==> src/fcd_pkg.sv <==
`default_nettype none
// ----------------------------------------------------------------------------
// fcd_pkg: shared definitions for the flit container deframer
// Container geometry, granule table, queue entry format and type code spans.
// ----------------------------------------------------------------------------
package fcd_pkg;

    localparam int CONTAINER_BYTES = 256;
    localparam int GRANULE_BYTES   = 20;
    localparam int GRANULE_COUNT   = 12;
    localparam int HDR_FIRST       = 62;
    localparam int HDR_COUNT       = 4;
    localparam int QUEUE_DEPTH_DEF = 4;
    localparam int TDATA_OUT_W     = 64;

    localparam logic [7:0] LAST_POS = 8'(CONTAINER_BYTES - 1);
    localparam logic [3:0] NIBBLE_MASK = 4'hf;

    // Wire position of byte 0 of each granule.
    localparam logic [7:0] GRANULE_BASE [GRANULE_COUNT] = '{
        8'd2,   8'd22,  8'd42,  8'd66,  8'd86,  8'd106,
        8'd130, 8'd150, 8'd170, 8'd194, 8'd214, 8'd234
    };

    // Message type codes that carry a span.
    localparam logic [7:0] CODE_RSP_A  = 8'h11;
    localparam logic [7:0] CODE_RSP_B  = 8'h12;
    localparam logic [7:0] CODE_REQ    = 8'h21;
    localparam logic [7:0] CODE_SNP_A  = 8'h31;
    localparam logic [7:0] CODE_SNP_B  = 8'h32;
    localparam logic [7:0] CODE_DAT2_A = 8'h41;
    localparam logic [7:0] CODE_DAT2_B = 8'h42;
    localparam logic [7:0] CODE_DAT3_A = 8'h51;
    localparam logic [7:0] CODE_DAT3_B = 8'h52;
    localparam logic [7:0] CODE_DAT5_A = 8'h61;
    localparam logic [7:0] CODE_DAT5_B = 8'h62;

    typedef enum logic [1:0] {
        ITEM_PAYLOAD = 2'd0,
        ITEM_HEADER  = 2'd1,
        ITEM_SUMMARY = 2'd2
    } t_item_kind;

    // For a header entry the offset field carries the header byte index.
    typedef struct packed {
        t_item_kind  kind;
        logic [3:0]  granule;
        logic [4:0]  offset;
        logic [7:0]  data;
    } t_qentry;

    // Number of granules a message of this type occupies; zero for response
    // codes and for codes that are not recognised.
    function automatic logic [2:0] span_of(input logic [7:0] code);
        logic [2:0] n;
        case (code)
            CODE_REQ, CODE_SNP_A, CODE_SNP_B: n = 3'd1;
            CODE_DAT2_A, CODE_DAT2_B:         n = 3'd2;
            CODE_DAT3_A, CODE_DAT3_B:         n = 3'd3;
            CODE_DAT5_A, CODE_DAT5_B:         n = 3'd5;
            CODE_RSP_A, CODE_RSP_B:           n = 3'd0;
            default:                          n = 3'd0;
        endcase
        return n;
    endfunction

endpackage
`default_nettype wire

==> src/fcd_front.sv <==
`default_nettype none
// ----------------------------------------------------------------------------
// fcd_front: byte position tracking and classification
// Counts wire positions and turns each accepted payload, header or last byte into a queue entry.
// ----------------------------------------------------------------------------
module fcd_front (
    input  wire logic            i_clk,
    input  wire logic            i_rst_n,
    input  wire logic            i_s_tvalid,
    output logic                 o_s_tready,
    input  wire logic [7:0]      i_s_tdata,
    input  wire logic            i_queue_full,
    output logic                 o_push,
    output fcd_pkg::t_qentry     o_entry
);

    logic [7:0] r_pos;
    logic [7:0] n_pos;
    logic       accept;
    logic       found;
    logic [3:0] gran;
    logic [7:0] diff;
    logic [7:0] hdr_diff;

    assign o_s_tready = !i_queue_full;
    assign accept     = i_s_tvalid && !i_queue_full;
    assign hdr_diff   = r_pos - 8'(fcd_pkg::HDR_FIRST);

    // Twelve independent range checks; at most one can match.
    always_comb begin
        found = 1'b0;
        gran  = '0;
        diff  = '0;
        for (int g = 0; g < fcd_pkg::GRANULE_COUNT; g++) begin
            if (!found && r_pos >= fcd_pkg::GRANULE_BASE[g] &&
                (r_pos - fcd_pkg::GRANULE_BASE[g]) < 8'(fcd_pkg::GRANULE_BYTES)) begin
                found = 1'b1;
                gran  = 4'(g);
                diff  = r_pos - fcd_pkg::GRANULE_BASE[g];
            end
        end
    end

    always_comb begin
        o_push         = 1'b0;
        o_entry.kind   = fcd_pkg::ITEM_PAYLOAD;
        o_entry.granule = '0;
        o_entry.offset = '0;
        o_entry.data   = i_s_tdata;
        if (r_pos == fcd_pkg::LAST_POS) begin
            o_push       = accept;
            o_entry.kind = fcd_pkg::ITEM_SUMMARY;
            o_entry.data = '0;
        end else if (hdr_diff < 8'(fcd_pkg::HDR_COUNT)) begin
            o_push         = accept;
            o_entry.kind   = fcd_pkg::ITEM_HEADER;
            o_entry.offset = 5'(hdr_diff);
        end else if (found) begin
            o_push          = accept;
            o_entry.granule = gran;
            o_entry.offset  = diff[4:0];
        end
    end

    // The counter wraps from the last position back to zero by itself.
    assign n_pos = accept ? r_pos + 8'd1 : r_pos;

    always_ff @(posedge i_clk) begin
        if (!i_rst_n) begin
            r_pos <= '0;
        end else begin
            r_pos <= n_pos;
        end
    end

endmodule
`default_nettype wire

==> src/fcd_queue.sv <==
`default_nettype none
// ----------------------------------------------------------------------------
// fcd_queue: small first-in first-out queue of classified entries
// Decouples classification from result generation.
// ----------------------------------------------------------------------------
module fcd_queue #(
    parameter int DEPTH = fcd_pkg::QUEUE_DEPTH_DEF
) (
    input  wire logic             i_clk,
    input  wire logic             i_rst_n,
    input  wire logic             i_push,
    input  wire fcd_pkg::t_qentry i_entry,
    output logic                  o_full,
    output logic                  o_empty,
    input  wire logic             i_pop,
    output fcd_pkg::t_qentry      o_entry
);

    localparam int PTR_W = (DEPTH > 1) ? $clog2(DEPTH) : 1;
    localparam int CNT_W = $clog2(DEPTH + 1);
    localparam logic [PTR_W-1:0] PTR_LAST = PTR_W'(DEPTH - 1);

    fcd_pkg::t_qentry r_mem [DEPTH];
    logic [PTR_W-1:0] r_wr_ptr, n_wr_ptr;
    logic [PTR_W-1:0] r_rd_ptr, n_rd_ptr;
    logic [CNT_W-1:0] r_count, n_count;
    logic             do_push;
    logic             do_pop;

    assign o_full  = (r_count == CNT_W'(DEPTH));
    assign o_empty = (r_count == '0);
    assign do_push = i_push && !o_full;
    assign do_pop  = i_pop && !o_empty;
    assign o_entry = r_mem[r_rd_ptr];

    always_comb begin
        n_wr_ptr = r_wr_ptr;
        n_rd_ptr = r_rd_ptr;
        n_count  = r_count;
        if (do_push) begin
            n_wr_ptr = (r_wr_ptr == PTR_LAST) ? '0 : r_wr_ptr + PTR_W'(1);
        end
        if (do_pop) begin
            n_rd_ptr = (r_rd_ptr == PTR_LAST) ? '0 : r_rd_ptr + PTR_W'(1);
        end
        if (do_push && !do_pop) begin
            n_count = r_count + CNT_W'(1);
        end else if (do_pop && !do_push) begin
            n_count = r_count - CNT_W'(1);
        end
    end

    always_ff @(posedge i_clk) begin
        if (do_push) begin
            r_mem[r_wr_ptr] <= i_entry;
        end
    end

    always_ff @(posedge i_clk) begin
        if (!i_rst_n) begin
            r_wr_ptr <= '0;
            r_rd_ptr <= '0;
            r_count  <= '0;
        end else begin
            r_wr_ptr <= n_wr_ptr;
            r_rd_ptr <= n_rd_ptr;
            r_count  <= n_count;
        end
    end

endmodule
`default_nettype wire

==> src/fcd_back.sv <==
`default_nettype none
// ----------------------------------------------------------------------------
// fcd_back: container state and result generation
// Records header bytes, type codes and nonzero flags, forms payload and
// summary results and holds them in the output register.
// ----------------------------------------------------------------------------
module fcd_back (
    input  wire logic                           i_clk,
    input  wire logic                           i_rst_n,
    input  wire logic                           i_queue_empty,
    input  wire fcd_pkg::t_qentry               i_entry,
    output logic                                o_pop,
    output logic                                o_m_tvalid,
    input  wire logic                           i_m_tready,
    output logic [fcd_pkg::TDATA_OUT_W-1:0]     o_m_tdata,
    output logic                                o_m_tuser
);

    localparam int GC = fcd_pkg::GRANULE_COUNT;

    logic [7:0]    r_hdr  [fcd_pkg::HDR_COUNT];
    logic [7:0]    r_code [GC];
    logic [GC-1:0] r_nonzero;
    logic          r_valid, n_valid;
    logic          r_kind;
    logic [fcd_pkg::TDATA_OUT_W-1:0] r_data;

    logic          out_free;
    logic          is_hdr, is_pay, is_sum;
    logic [11:0]   smask;
    logic [11:0]   occ;
    logic [3:0]    rq, rs, dt, sn;
    logic          cvalid;
    logic [2:0]    span;
    logic [fcd_pkg::TDATA_OUT_W-1:0] pay_word, sum_word;

    assign out_free = !r_valid || i_m_tready;
    assign is_hdr   = (i_entry.kind == fcd_pkg::ITEM_HEADER);
    assign is_pay   = (i_entry.kind == fcd_pkg::ITEM_PAYLOAD);
    assign is_sum   = (i_entry.kind == fcd_pkg::ITEM_SUMMARY);
    // Header entries need no output slot, so they drain even under a stall.
    assign o_pop    = !i_queue_empty && (is_hdr || out_free);

    assign rq     = r_hdr[0][3:0];
    assign rs     = r_hdr[0][7:4];
    assign dt     = r_hdr[1][3:0];
    assign sn     = r_hdr[1][7:4];
    assign smask  = {r_hdr[3][3:0] & fcd_pkg::NIBBLE_MASK, r_hdr[2]};
    assign cvalid = (smask != '0) || (rq != '0) || (rs != '0) ||
                    (dt != '0) || (sn != '0);

    // A start granule always counts; a known span is marked only when it
    // fits inside the container.
    always_comb begin
        occ  = r_nonzero;
        span = '0;
        for (int g = 0; g < GC; g++) begin
            span = fcd_pkg::span_of(r_code[g]);
            if (smask[g]) begin
                occ[g] = 1'b1;
                if (span != '0 && (g + int'(span)) <= GC) begin
                    for (int k = 0; k < 5; k++) begin
                        if (k < int'(span) && (g + k) < GC) begin
                            occ[g + k] = 1'b1;
                        end
                    end
                end
            end
        end
    end

    assign pay_word = {{(fcd_pkg::TDATA_OUT_W - 17){1'b0}},
                       i_entry.data, i_entry.offset, i_entry.granule};
    assign sum_word = {{(fcd_pkg::TDATA_OUT_W - 58){1'b0}},
                       cvalid, occ, smask, sn, dt, rs, rq, 17'b0};

    always_comb begin
        n_valid = r_valid;
        if (i_m_tready) begin
            n_valid = 1'b0;
        end
        if (o_pop && !is_hdr) begin
            n_valid = 1'b1;
        end
    end

    always_ff @(posedge i_clk) begin
        if (o_pop && !is_hdr) begin
            r_kind <= is_sum;
            r_data <= is_sum ? sum_word : pay_word;
        end
    end

    always_ff @(posedge i_clk) begin
        if (!i_rst_n) begin
            r_valid   <= 1'b0;
            r_nonzero <= '0;
            for (int h = 0; h < fcd_pkg::HDR_COUNT; h++) begin
                r_hdr[h] <= '0;
            end
            for (int g = 0; g < GC; g++) begin
                r_code[g] <= '0;
            end
        end else begin
            r_valid <= n_valid;
            if (o_pop) begin
                if (is_sum) begin
                    r_nonzero <= '0;
                    for (int h = 0; h < fcd_pkg::HDR_COUNT; h++) begin
                        r_hdr[h] <= '0;
                    end
                    for (int g = 0; g < GC; g++) begin
                        r_code[g] <= '0;
                    end
                end else if (is_hdr) begin
                    r_hdr[i_entry.offset[1:0]] <= i_entry.data;
                end else if (is_pay) begin
                    if (i_entry.offset == '0) begin
                        r_code[i_entry.granule] <= i_entry.data;
                    end
                    if (i_entry.data != '0) begin
                        r_nonzero[i_entry.granule] <= 1'b1;
                    end
                end
            end
        end
    end

    assign o_m_tvalid = r_valid;
    assign o_m_tdata  = r_data;
    assign o_m_tuser  = r_kind;

endmodule
`default_nettype wire

==> src/flit_container_deframer_top.sv <==
`default_nettype none
// ----------------------------------------------------------------------------
// flit_container_deframer_top: link container deframer
// Unpacks 256-byte containers arriving one byte per transfer into granule
// payload bytes and one summary per container.
// ----------------------------------------------------------------------------
//
//  Channel | Direction | Payload
//  --------+-----------+--------------------------------------------------
//  s       | in        | tdata[7:0] wire byte
//  m       | out       | tuser kind, tdata granule/offset/data and summary
//
// One byte is accepted per cycle unless the queue is full; a payload byte,
// a header byte or the last byte of a container is written into the queue
// in the same cycle as its transfer, and any other byte is dropped there.
// The back end moves one entry a cycle into the single output register when
// it is free (headers skip it), so the sustained rate is one byte per cycle.
// Reset is synchronous and active low; it sets the byte position to zero,
// clears all captured header, type code and occupancy state and empties
// the queue. A stall on the output fills the queue; once it is full the
// input is held off, and header bytes keep draining regardless.
//
module flit_container_deframer_top #(
    parameter int QUEUE_DEPTH = fcd_pkg::QUEUE_DEPTH_DEF
) (
    input  wire logic                           i_clk,
    input  wire logic                           i_rst_n,
    input  wire logic                           s_tvalid,
    output logic                                s_tready,
    // tdata fields from bit 0: wire_byte[7:0]
    input  wire logic [7:0]                     s_tdata,
    output logic                                m_tvalid,
    input  wire logic                           m_tready,
    // tdata fields from bit 0: granule_index[3:0], byte_offset[8:4],
    // data_byte[16:9], req_credit[20:17], rsp_credit[24:21],
    // dat_credit[28:25], snp_credit[32:29], start_mask[44:33],
    // occupied_mask[56:45], container_valid[57], zero fill [63:58]
    output logic [fcd_pkg::TDATA_OUT_W-1:0]     m_tdata,
    // tuser fields from bit 0: kind[0]
    output logic                                m_tuser
);

    logic             q_full;
    logic             q_empty;
    logic             q_push;
    logic             q_pop;
    fcd_pkg::t_qentry q_in;
    fcd_pkg::t_qentry q_out;

    // Front end: position counter and byte classification.
    fcd_front u_front (
        .i_clk        (i_clk),
        .i_rst_n      (i_rst_n),
        .i_s_tvalid   (s_tvalid),
        .o_s_tready   (s_tready),
        .i_s_tdata    (s_tdata),
        .i_queue_full (q_full),
        .o_push       (q_push),
        .o_entry      (q_in)
    );

    // Queue between classification and result generation.
    fcd_queue #(
        .DEPTH (QUEUE_DEPTH)
    ) u_queue (
        .i_clk   (i_clk),
        .i_rst_n (i_rst_n),
        .i_push  (q_push),
        .i_entry (q_in),
        .o_full  (q_full),
        .o_empty (q_empty),
        .i_pop   (q_pop),
        .o_entry (q_out)
    );

    // Back end: container state, summary evaluation and output register.
    fcd_back u_back (
        .i_clk         (i_clk),
        .i_rst_n       (i_rst_n),
        .i_queue_empty (q_empty),
        .i_entry       (q_out),
        .o_pop         (q_pop),
        .o_m_tvalid    (m_tvalid),
        .i_m_tready    (m_tready),
        .o_m_tdata     (m_tdata),
        .o_m_tuser     (m_tuser)
    );

endmodule
`default_nettype wire
==> config.mk <==
export PLATFORM = sky130hd
export DESIGN_NAME = flit_container_deframer_top
export DESIGN_NICKNAME = d
export VERILOG_FILES = /design/src/fcd_pkg.sv /design/src/fcd_front.sv /design/src/fcd_queue.sv /design/src/fcd_back.sv /design/src/flit_container_deframer_top.sv
export SDC_FILE = /design/constraint.sdc
export NUM_CORES = 1
export LEC_CHECK = 0
export BUFFER_PORTS_ARGS = -buffer_cell sky130_fd_sc_hd__buf_4
export CAP_MARGIN = 20
export CORE_ASPECT_RATIO = 2
export CORE_MARGIN = 10
export CORE_UTILIZATION = 40
export CTS_CLUSTER_DIAMETER = 150
export DETAILED_ROUTE_END_ITERATION = 12
export GPL_ROUTABILITY_DRIVEN = 0
export PLACE_DENSITY_LB_ADDON = 0.05
export SYNTH_ARGS = -nofsm -noshare
export SYNTH_HDL_FRONTEND = slang
export SYNTH_SLANG_ARGS = --single-unit
==> constraint.sdc <==
create_clock -name i_clk -period 4.7 [get_ports i_clk]
set_input_delay 0.705 -clock i_clk [delete_from_list [all_inputs] [get_ports i_clk]]
set_output_delay 0.705 -clock i_clk [all_outputs]
set_load 0.03 [all_outputs]
==> results of run 1 <==
## routing by layer
metal / track usage [%] / part of all wire, % / up-vias
met3: 1.67 / 2.9 / 77
met4: 7.83 / 4.5 / 0
met2: 32.9 / 59 / 181
met1: 14.8 / 33 / 3843
met5: 0 / 0 / -
li1: - / - / 3776
## worst max-delay path by stage
| stage | from | end | slack (ns) |
|---|---|---|---|
| after floorplan | flip-flop | u_back.o_m_tdata[0] | 0.28 |
| after global placement | u_front.r_pos[1] | u_queue.r_count[2] | 0.69 |
| after detailed placement | u_front.r_pos[1] | u_queue.r_count[2] | 0.58 |
| after CTS | u_front.r_pos[1] | u_queue.r_count[2] | 0.54 |
| after global routing | u_front.r_pos[1] | u_queue.r_count[2] | 0.17 |
| final | u_front.r_pos[1] | u_queue.r_count[2] | 0.48 |
## cell usage in the layout, fill, tap and decap left out, types with 4 or more instances in the layout
cell type	synthesis	routed
xor2_1	15	15
buf_4	6	96
a31oi_1	9	9
nand2_1	81	81
a21oi_1	25	25
clkbuf_16	0	26
clkinv_2	0	4
a41oi_1	8	8
dfxtp_1	30	30
clkinv_1	0	6
o21a_1	6	6
edfxtp_1	251	251
and3_1	4	4
mux4_2	11	11
nand3_1	20	20
conb_1	1	6
nor2_1	172	171
mux2i_1	15	15
nor4_1	13	13
o21ai_0	14	14
or3_1	8	8
nand4_1	6	6
nor3b_1	4	4
o21ai_1	11	11
and2_1	57	57
nor2b_1	19	19
nand3b_1	8	8
o2111ai_1	6	6
clkbuf_1	32	8
nand2b_1	12	12
mux2_2	9	9
xnor2_1	21	21
nor3_1	15	15
inv_1	15	15
nor4b_1	5	5
ha_1	14	14
## power breakdown
group / leakage, uW / internal (uW) / switching, uW / total (uW)
combinational: 0.00190 / 822 / 1810 / 2640
sequential: 0.00267 / 3360 / 231 / 3590
clock: 0.000376 / 1080 / 912 / 1990
total: 0.00494 / 5260 / 2960 / 8220
## state kept, by name, indices dropped and copies added (netlist names), named ones only
signal	flops
u_back.r_code	88
u_queue.r_mem	76
u_back.o_m_tdata	58
u_back.r_hdr	28
u_back.r_nonzero	12
u_front.r_pos	8
u_queue.r_count	3
u_queue.r_rd_ptr	2
u_queue.r_wr_ptr	2
u_back.o_m_tuser	1
u_back.o_m_tvalid	1
## cell type report
| type | instances | area, um^2 |
|---|---|---|
| clock inverters | 13 | 96.3 |
| flip-flops and latches | 281 | 8140 |
| multi-input cells | 654 | 4020 |
| repair buffers | 97 | 741 |
| well taps | 372 | 465 |
| clock buffers | 34 | 681 |
| inverters | 15 | 56.3 |
| fillers | 2860 | 16500 |
## stage by stage
step	std cells	hold WS, ns	power, uW
after detailed placement	1419	0.455	6370
after global placement	1419	0.448	6360
after floorplan	1001	0.433	5210
after global routing	1466	0.503	8600
final	1466	0.471	8220
after CTS	1466	0.473	8370
## logic make-up after synthesis
family / Yosys count
and+or+nand+nor: 446
DFF: 281
AOI/OAI and AO/OA: 116
adders and majority gates: 15
other: 1
muxes: 35
buffers and inverters: 66
xor gates and xnor gates: 36
## worst register-to-register path, delay by kind of cell, from the launching register on
kind            cells  cell delay [ns]
compound gates      4             0.99
flops               1             0.44
buf+inv             4             0.48
xor+xnor            1             0.18
simple gates        5             1.22
fa+ha+maj           3             0.83
==> flow_summary.json, run 1 <==
{
  "die_x_um": 145,
  "antenna_found_initial": 0,
  "hpwl_um": 22700,
  "synth.area.top_cells": "edfxtp_1, nor2_1, dfxtp_1, and2_1, nand2_1",
  "gr-total-overflow": 0,
  "grt_usage_pct": 16.2,
  "slew_headroom_pct": 35.5,
  "worst_slew_pin_slew_ns": 0.966,
  "finalSetupViolCount": 0,
  "path_depth": 17,
  "end_kind": "flip-flop",
  "synth.most_common_cell": "edfxtp_1",
  "h-tree-depth": 1,
  "path_clk_slew_ns": 0.07,
  "rsz0062_at_grt": "false",
  "synth_top_family_by_area": "simple AND/OR/NAND/NOR gates",
  "synth.avg_cell_area_um2": 12.5,
  "skew_ns": 0.0167,
  "peakVddDrop_mv": 0.323,
  "post_cts_resized": 0,
  "cts_tree": "built",
  "rrSetupSlack_ns": 0.48,
  "outcome": "complete, no violations",
  "via_per_inst": 5.37,
  "rr_endpoint": "u_queue.r_count[2]",
  "final-max-slew-violation-count": 0,
  "critical_path_required_ns": 5.18,
  "route.vias.total": 7877,
  "core-area_um2": 30700,
  "crit_type": "flip-flop to flip-flop",
  "holdBufCountCts": 0,
  "crit_fanout": 7,
  "max_freq_mhz": 237,
  "ys.flop_type": "edfxtp_1",
  "drtPass1Iterations": 5,
  "grt_pass1_wl_um": 47700,
  "synth_fa_ha_area_share_pct": 1.57,
  "cts_root_buf": "clkbuf_16",
  "synth_common_cells": "edfxtp_1, nor2_1, nand2_1",
  "crit_arrival_ns": 4.70,
  "synthCells": 996,
  "start_util_pct": 40.4,
  "setup-tns-final_ns": 0,
  "placedInstanceArea_um2": 13400,
  "wl_per_cell_um": 21.5,
  "std_cell_rows": 91,
  "finalWorstPathRequiredPeriod_ns": 4.22,
  "synth_seq_cells": 281,
  "worstReg2RegStart": "u_front.r_pos[1]",
  "hold_class": "flip-flop to flip-flop",
  "synth_top_area_cell": "edfxtp_1",
  "cpPeakStageDelay_ns": 0.48,
  "yosysWarnings": 0,
  "min-delay-start": "u_back.r_nonzero[7]",
  "ys_async_sr_fraction_pct": 0,
  "p_leak_uw": 0.00494,
  "final_nets": 1102,
  "die_h_um": 269,
  "worstHoldPathCells": 2,
  "post_synth_and_or_nand_nor_area_fraction_pct": 17.7,
  "port_buffers": 72,
  "synth_edf_count": 251,
  "first_iter_violations": 413,
  "yosysSeqAreaShare_pct": 65.5,
  "wl_um": 31500,
  "cp-start-kind": "flip-flop",
  "post-cts-setup-buffers": 0,
  "crit_family": "simple AND/OR/NAND/NOR gates",
  "synth_cell_types": 76,
  "cts_buffer_depth": 3,
  "ant_nets": 0,
  "grt_max_degree": 39,
  "drive_gt1_share_pct": 14.9,
  "fin_area_um2": 14200,
  "crit_chain": "inv_1, ha_1, nor2b_1, o2111ai_1, a32oi_1, nand2_1, nand3_1, nor4_1, buf_4, a21boi_1, buf_4, ha_1, inv_1, fa_1, xor2_1, or3_1, a21boi_0",
  "synth-xor-area-share_pct": 2.54,
  "finalHoldViolCount": 0,
  "cts_buffers": 26,
  "path_buf_inv": 4,
  "synth_area_um2": 12400,
  "fin_ws_ns": 0.479,
  "area_growth_pct": 14.3,
  "cp_slowest_cell": "nor2b_1",
  "reg2reg_depth": 17,
  "route.detailed.drc": 0,
  "synth-compound-area-share_pct": 6.35,
  "clock_sinks": 281,
  "synth_mux_area_share_pct": 4.02,
  "ios": 79,
  "fin_crit_sh_pct": 89.8,
  "insertion_delay_ns": 0.56,
  "power_density_nw_per_um2": 579,
  "min_to": "u_back.r_nonzero[7]",
  "dieArea_um2": 38900,
  "n_antenna_cell": 0,
  "fin_util_pct": 46.2,
  "synth_top_cell_area_share_pct": 60.7,
  "place_ws_ns": 0.578,
  "first_global_vias": 8146,
  "max_cap_viol_count": 0
}
Note: power is estimated with default switching activity, not from simulation.
==> run 2: changes to the inputs <==
GPL_TIMING_DRIVEN = 0   (was default)
PLACE_DENSITY_LB_ADDON = default   (was 0.05)
==> run 2 against run 1 <==
Net effect: first-iteration DRC count up 31%; register-to-register slack worse by 0.15 ns; sequential share of layout area down 0.40 points; power up 0.27%; design area up 0.70%; die area unchanged; critical path type unchanged; utilization up 0.33 points; combinational power about the same; clock power up 3%.
==> flow_summary.json, run 2 (synthesis results as in run 1) <==
{
  "cts_buffer_depth": 3,
  "cp-start-kind": "flip-flop",
  "path_clk_slew_ns": 0.07,
  "outcome": "complete, no violations",
  "die_x_um": 145,
  "std_cell_rows": 91,
  "end_kind": "flip-flop",
  "placed_cells": 1446,
  "drtPass1Iterations": 7,
  "h-tree-depth": 1,
  "via_per_inst": 5.40,
  "area_growth_pct": 15.1,
  "place_ws_ns": 0.0622,
  "final_nets": 1128,
  "fin_ws_ns": 0.334,
  "instances_no_fill": 1492,
  "max_cap_viol_count": 0,
  "cts_root_buf": "clkbuf_16",
  "port_buffers": 72,
  "grt_usage_pct": 15.7,
  "wl_per_cell_um": 20.6,
  "first_iter_violations": 541,
  "skew_ns": 0.0146,
  "slew_headroom_pct": 27.0,
  "ant_nets": 0,
  "top_register": "u_back.r_code",
  "power_frac_comb_pct": 31.9,
  "first_global_vias": 8466,
  "seq_power_share_pct": 43.2,
  "start_util_pct": 40.4,
  "max_freq_mhz": 229,
  "p_int_uw": 5260,
  "gr-total-overflow": 0,
  "crit_type": "flip-flop to flip-flop",
  "p_sw_share_pct": 36.2,
  "worst_slew_pin_slew_ns": 1.10,
  "dieArea_um2": 38900,
  "hpwl_um": 22800,
  "cts_tree": "built",
  "route.vias.total": 8061,
  "critical_path_required_ns": 5.18,
  "power_density_nw_per_um2": 576,
  "mostFrequentLayoutCell": "edfxtp_1",
  "fin_util_pct": 46.5,
  "largest_reg_flops": 88,
  "wl_um": 30700,
  "switchingPower_uw": 2980,
  "n_antenna_cell": 0,
  "finalSetupViolCount": 0,
  "finalWorstPathRequiredPeriod_ns": 4.37,
  "final-max-slew-violation-count": 0,
  "peakVddDrop_mv": 0.289,
  "ios": 79,
  "fin_crit_sh_pct": 92.9,
  "cts_buffers": 25,
  "core-area_um2": 30700,
  "rsz0062_at_grt": "false",
  "drive_gt1_share_pct": 14.6,
  "route.detailed.drc": 0,
  "crit_arrival_ns": 4.85,
  "insertion_delay_ns": 0.55,
  "p_clk_share_pct": 24.9,
  "holdWs_ns": 0.478,
  "crit_fanout": 10,
  "antenna_found_initial": 0,
  "hold_class": "flip-flop to flip-flop",
  "setup-tns-final_ns": 0,
  "finalHoldViolCount": 0,
  "p_leak_uw": 0.00496,
  "grt_pass1_wl_um": 47000,
  "grt_max_degree": 33,
  "clock_sinks": 281,
  "final_cell_mix": "edfxtp_1, nor2_1, nand2_1",
  "die_h_um": 269
}
-- run 2: changes by cell type in the layout (fill, tap and decap cells not counted), sizes merged --
cell / previous run / this run
inv: 15 / 18
clkinvlp: 1 / 3
clkbuf: 34 / 59
bufinv: 1 / 2
buf: 97 / 92
-- run 2: per-stage QoR --
| stage | cell area [um^2] | power (uW) |
|---|---|---|
| 3_3_place_gp | 13400 | 6200 |
| 6_report | 14300 | 8240 |
| 3_5_place_dp | 13500 | 6290 |
| 4_1_cts | 14300 | 8320 |
| 2_1_floorplan | 12400 | 5210 |
| 5_1_grt | 14300 | 8580 |
-- run 2: repair_timing --
item	4_1_cts	5_1_grt
setup buffers	0	0
endpoints found under the setup margin	0	78
resized for setup	0	4
hold buffers	0	0
-- run 2: worst max-delay path, stage by stage, from the launching register on --
cell and delay [ns]:
dfxtp_1 0.43, buf_2 0.29, inv_1 0.13, ha_1 0.28, nor2b_2 0.30, o2111ai_1 0.23, a32oi_1 0.50, nand2_1 0.23
nand3_1 0.14, nor4_2 0.09, a21boi_2 0.31, ha_1 0.26, inv_1 0.07, fa_1 0.38, xor2_1 0.18, or3_1 0.30
a21boi_0 0.16
-- run 2: worst paths after layout --
| path | endpoint | startpoint | slack, ns | cells after the start |
|---|---|---|---|---|
| worst max-delay path | u_queue.r_count[2] | u_front.r_pos[2] | 0.33 | 16 |
| worst min-delay path | u_back.r_nonzero[7] | u_back.r_nonzero[7] | 0.48 | 2 |
| worst min register to register | u_back.r_nonzero[7] | u_back.r_nonzero[7] | 0.48 | 2 |
| worst max register to register | u_queue.r_count[2] | u_front.r_pos[2] | 0.33 | 16 |
-- run 2: area by class of cell --
class | instances | area (um^2)
multi-input cells | 654 | 4040
well taps | 372 | 465
clock buffers | 27 | 633
fillers | 2872 | 16400
repair buffers | 73 | 561
clock inverters | 19 | 173
plain buffers | 51 | 231
inverters | 15 | 56.3
flip-flops and latches | 281 | 8140
-- run 2: power by group through the flow --
stage,clock network (uW),registers (uW),logic [uW]
2_1_floorplan,0,4140,1070
3_3_place_gp,0,3630,2570
3_5_place_dp,0,3620,2680
4_1_cts,2080,3560,2680
5_1_grt,2180,3610,2790
6_report,2050,3560,2630
-- run 2: metal layers --
metal / track usage, % / vias up / part of all wire (%) / wire length (um)
met2: 32.0 / 181 / 60 / 18300
met1: 14.0 / 3977 / 33 / 10100
met4: 8.18 / 0 / 4.4 / 1360
met5: 0 / - / 0 / 0
met3: 1.55 / 81 / 2.8 / 865
li1: - / 3822 / - / -
==> run 3: changes to the inputs <==
CORE_UTILIZATION = 44   (was 40)
==> run 3 against run 2 <==
Net effect: worst setup slack better by 0.041 ns; clock power hardly changed; sequential cell count stayed put; routed wire length is 2.1% lower; cell count is 1.2% lower; die area is 8.1% lower; via count is 0.30% lower; hold slack worse by 0.0025 ns; register-to-register slack better by 0.04 ns; clock-buffer cell count is 7 higher; largest power group unchanged.
==> flow_summary.json, run 3 (synthesis results as in run 1) <==
{
  "ant_nets": 0,
  "grt_pass1_wl_um": 46000,
  "cts_buffers": 24,
  "cp_slowest_cell": "a32oi_1",
  "peakVddDrop_mv": 0.266,
  "finalHoldViolCount": 0,
  "cts_buffer_depth": 3,
  "drive_gt1_share_pct": 14.5,
  "ios": 79,
  "cp-start-kind": "flip-flop",
  "rsz0062_at_grt": "false",
  "insertion_delay_ns": 0.54,
  "final_nets": 1127,
  "first_global_vias": 8248,
  "wl_per_cell_um": 20.4,
  "route.vias.total": 8037,
  "skew_ns": 0.00791,
  "clock_sinks": 281,
  "setup-tns-final_ns": 0,
  "grt_max_degree": 37,
  "hpwl_um": 22200,
  "n_antenna_cell": 0,
  "mostFrequentLayoutCell": "edfxtp_1",
  "via_per_inst": 5.45,
  "max_cap_viol_count": 0,
  "crit_chain": "buf_2, inv_1, ha_1, nor2b_1, o2111ai_1, a32oi_1, nand2_1, nand3_1, nor4_2, a21boi_2, ha_1, inv_1, fa_1, xor2_1, or3_1, a21boi_0",
  "power_density_nw_per_um2": 576,
  "wl_um": 30000,
  "fin_util_pct": 50.9,
  "path_buf_inv": 3,
  "largest_reg_flops": 88,
  "crit_family": "compound AO/OA/AOI/OAI gates",
  "route.detailed.drc": 0,
  "crit_arrival_ns": 4.79,
  "final_cell_mix": "edfxtp_1, nor2_1, nand2_1",
  "post-cts-setup-buffers": 0,
  "holdWs_ns": 0.476,
  "p_leak_uw": 0.00497,
  "max_freq_mhz": 231,
  "post_cts_resized": 0,
  "dieArea_um2": 35800,
  "gr-total-overflow": 0,
  "worst_slew_pin_slew_ns": 1.08,
  "finalSetupViolCount": 0,
  "core-area_um2": 28100,
  "end_kind": "flip-flop",
  "critical_path_required_ns": 5.17,
  "final-max-slew-violation-count": 0,
  "die_h_um": 258,
  "fillers": 2497,
  "cts_tree": "built",
  "fin_crit_sh_pct": 92.0,
  "die_x_um": 139,
  "h-tree-depth": 1,
  "crit_fanout": 10,
  "slew_headroom_pct": 27.8,
  "finalWorstPathRequiredPeriod_ns": 4.32,
  "path_clk_slew_ns": 0.07,
  "grt_usage_pct": 16.3,
  "first_iter_violations": 390,
  "std_cell_rows": 87,
  "area_growth_pct": 15.2,
  "crit_type": "flip-flop to flip-flop",
  "port_buffers": 72,
  "cts_root_buf": "clkbuf_16",
  "cpPeakStageDelay_ns": 0.45,
  "hold_class": "flip-flop to flip-flop",
  "start_util_pct": 44.2,
  "top_register": "u_back.r_code",
  "drtPass1Iterations": 5,
  "outcome": "complete, no violations",
  "fin_total_pwr_uw": 8230,
  "antenna_found_initial": 0,
  "holdBufCountCts": 0
}
-- run 3: path summary, 6_finish.rpt --
check / from / to / slack, ns / depth (start not counted)
worst min-delay path: u_back.r_nonzero[8] / u_back.r_nonzero[8] / 0.48 / 2
worst min register to register: u_back.r_nonzero[8] / u_back.r_nonzero[8] / 0.48 / 2
worst max register to register: u_front.r_pos[1] / u_queue.r_count[2] / 0.38 / 16
worst max-delay path: u_front.r_pos[1] / u_queue.r_count[2] / 0.38 / 16
-- run 3: stage by stage --
step                      instances  setup WS [ns]  instance area (um^2)
after floorplan                1001          0.275                 12400
after global placement         1429          -1.30                 13400
after detailed placement       1430          0.155                 13500
after CTS                      1474          0.113                 14300
after global routing           1474          0.111                 14300
final                          1474          0.375                 14300
-- run 3: power by group --
part           internal, uW  switching (uW)  total (uW)
clock network          1190             882        2080
registers              3360             201        3560
logic                   791            1810        2600
total                  5350            2890        8230
-- run 3: final cells by class --
class / count / area, um^2 / area share, %
sequential: 281 / 8140 / 56.9
multi-input combinational: 654 / 4040 / 28.3
tap: 356 / 445 / 3.11
inverter: 15 / 56.3 / 0.394
timing repair buffer: 73 / 561 / 3.92
clock buffer: 34 / 689 / 4.82
clock inverter: 10 / 138 / 0.962
buffer: 51 / 231 / 1.62
-- run 3: metal layers --
| layer | track usage (%) | vias to the layer above | wire (um) |
|---|---|---|---|
| li1 | - | 3815 | - |
| met1 | 14.6 | 3930 | 9560 |
| met2 | 34.5 | 232 | 18200 |
| met3 | 2.11 | 60 | 1230 |
| met4 | 6.75 | 0 | 1010 |
| met5 | 0 | - | 0 |
-- run 3: worst reg2reg max path, stage by stage, from the launching register on --
cell	delay [ns]
dfxtp_1	0.42
buf_2	0.28
inv_1	0.12
ha_1	0.29
nor2b_1	0.38
o2111ai_1	0.21
a32oi_1	0.45
nand2_1	0.23
nand3_1	0.13
nor4_2	0.07
a21boi_2	0.33
ha_1	0.26
inv_1	0.06
fa_1	0.37
xor2_1	0.18
or3_1	0.31
a21boi_0	0.15
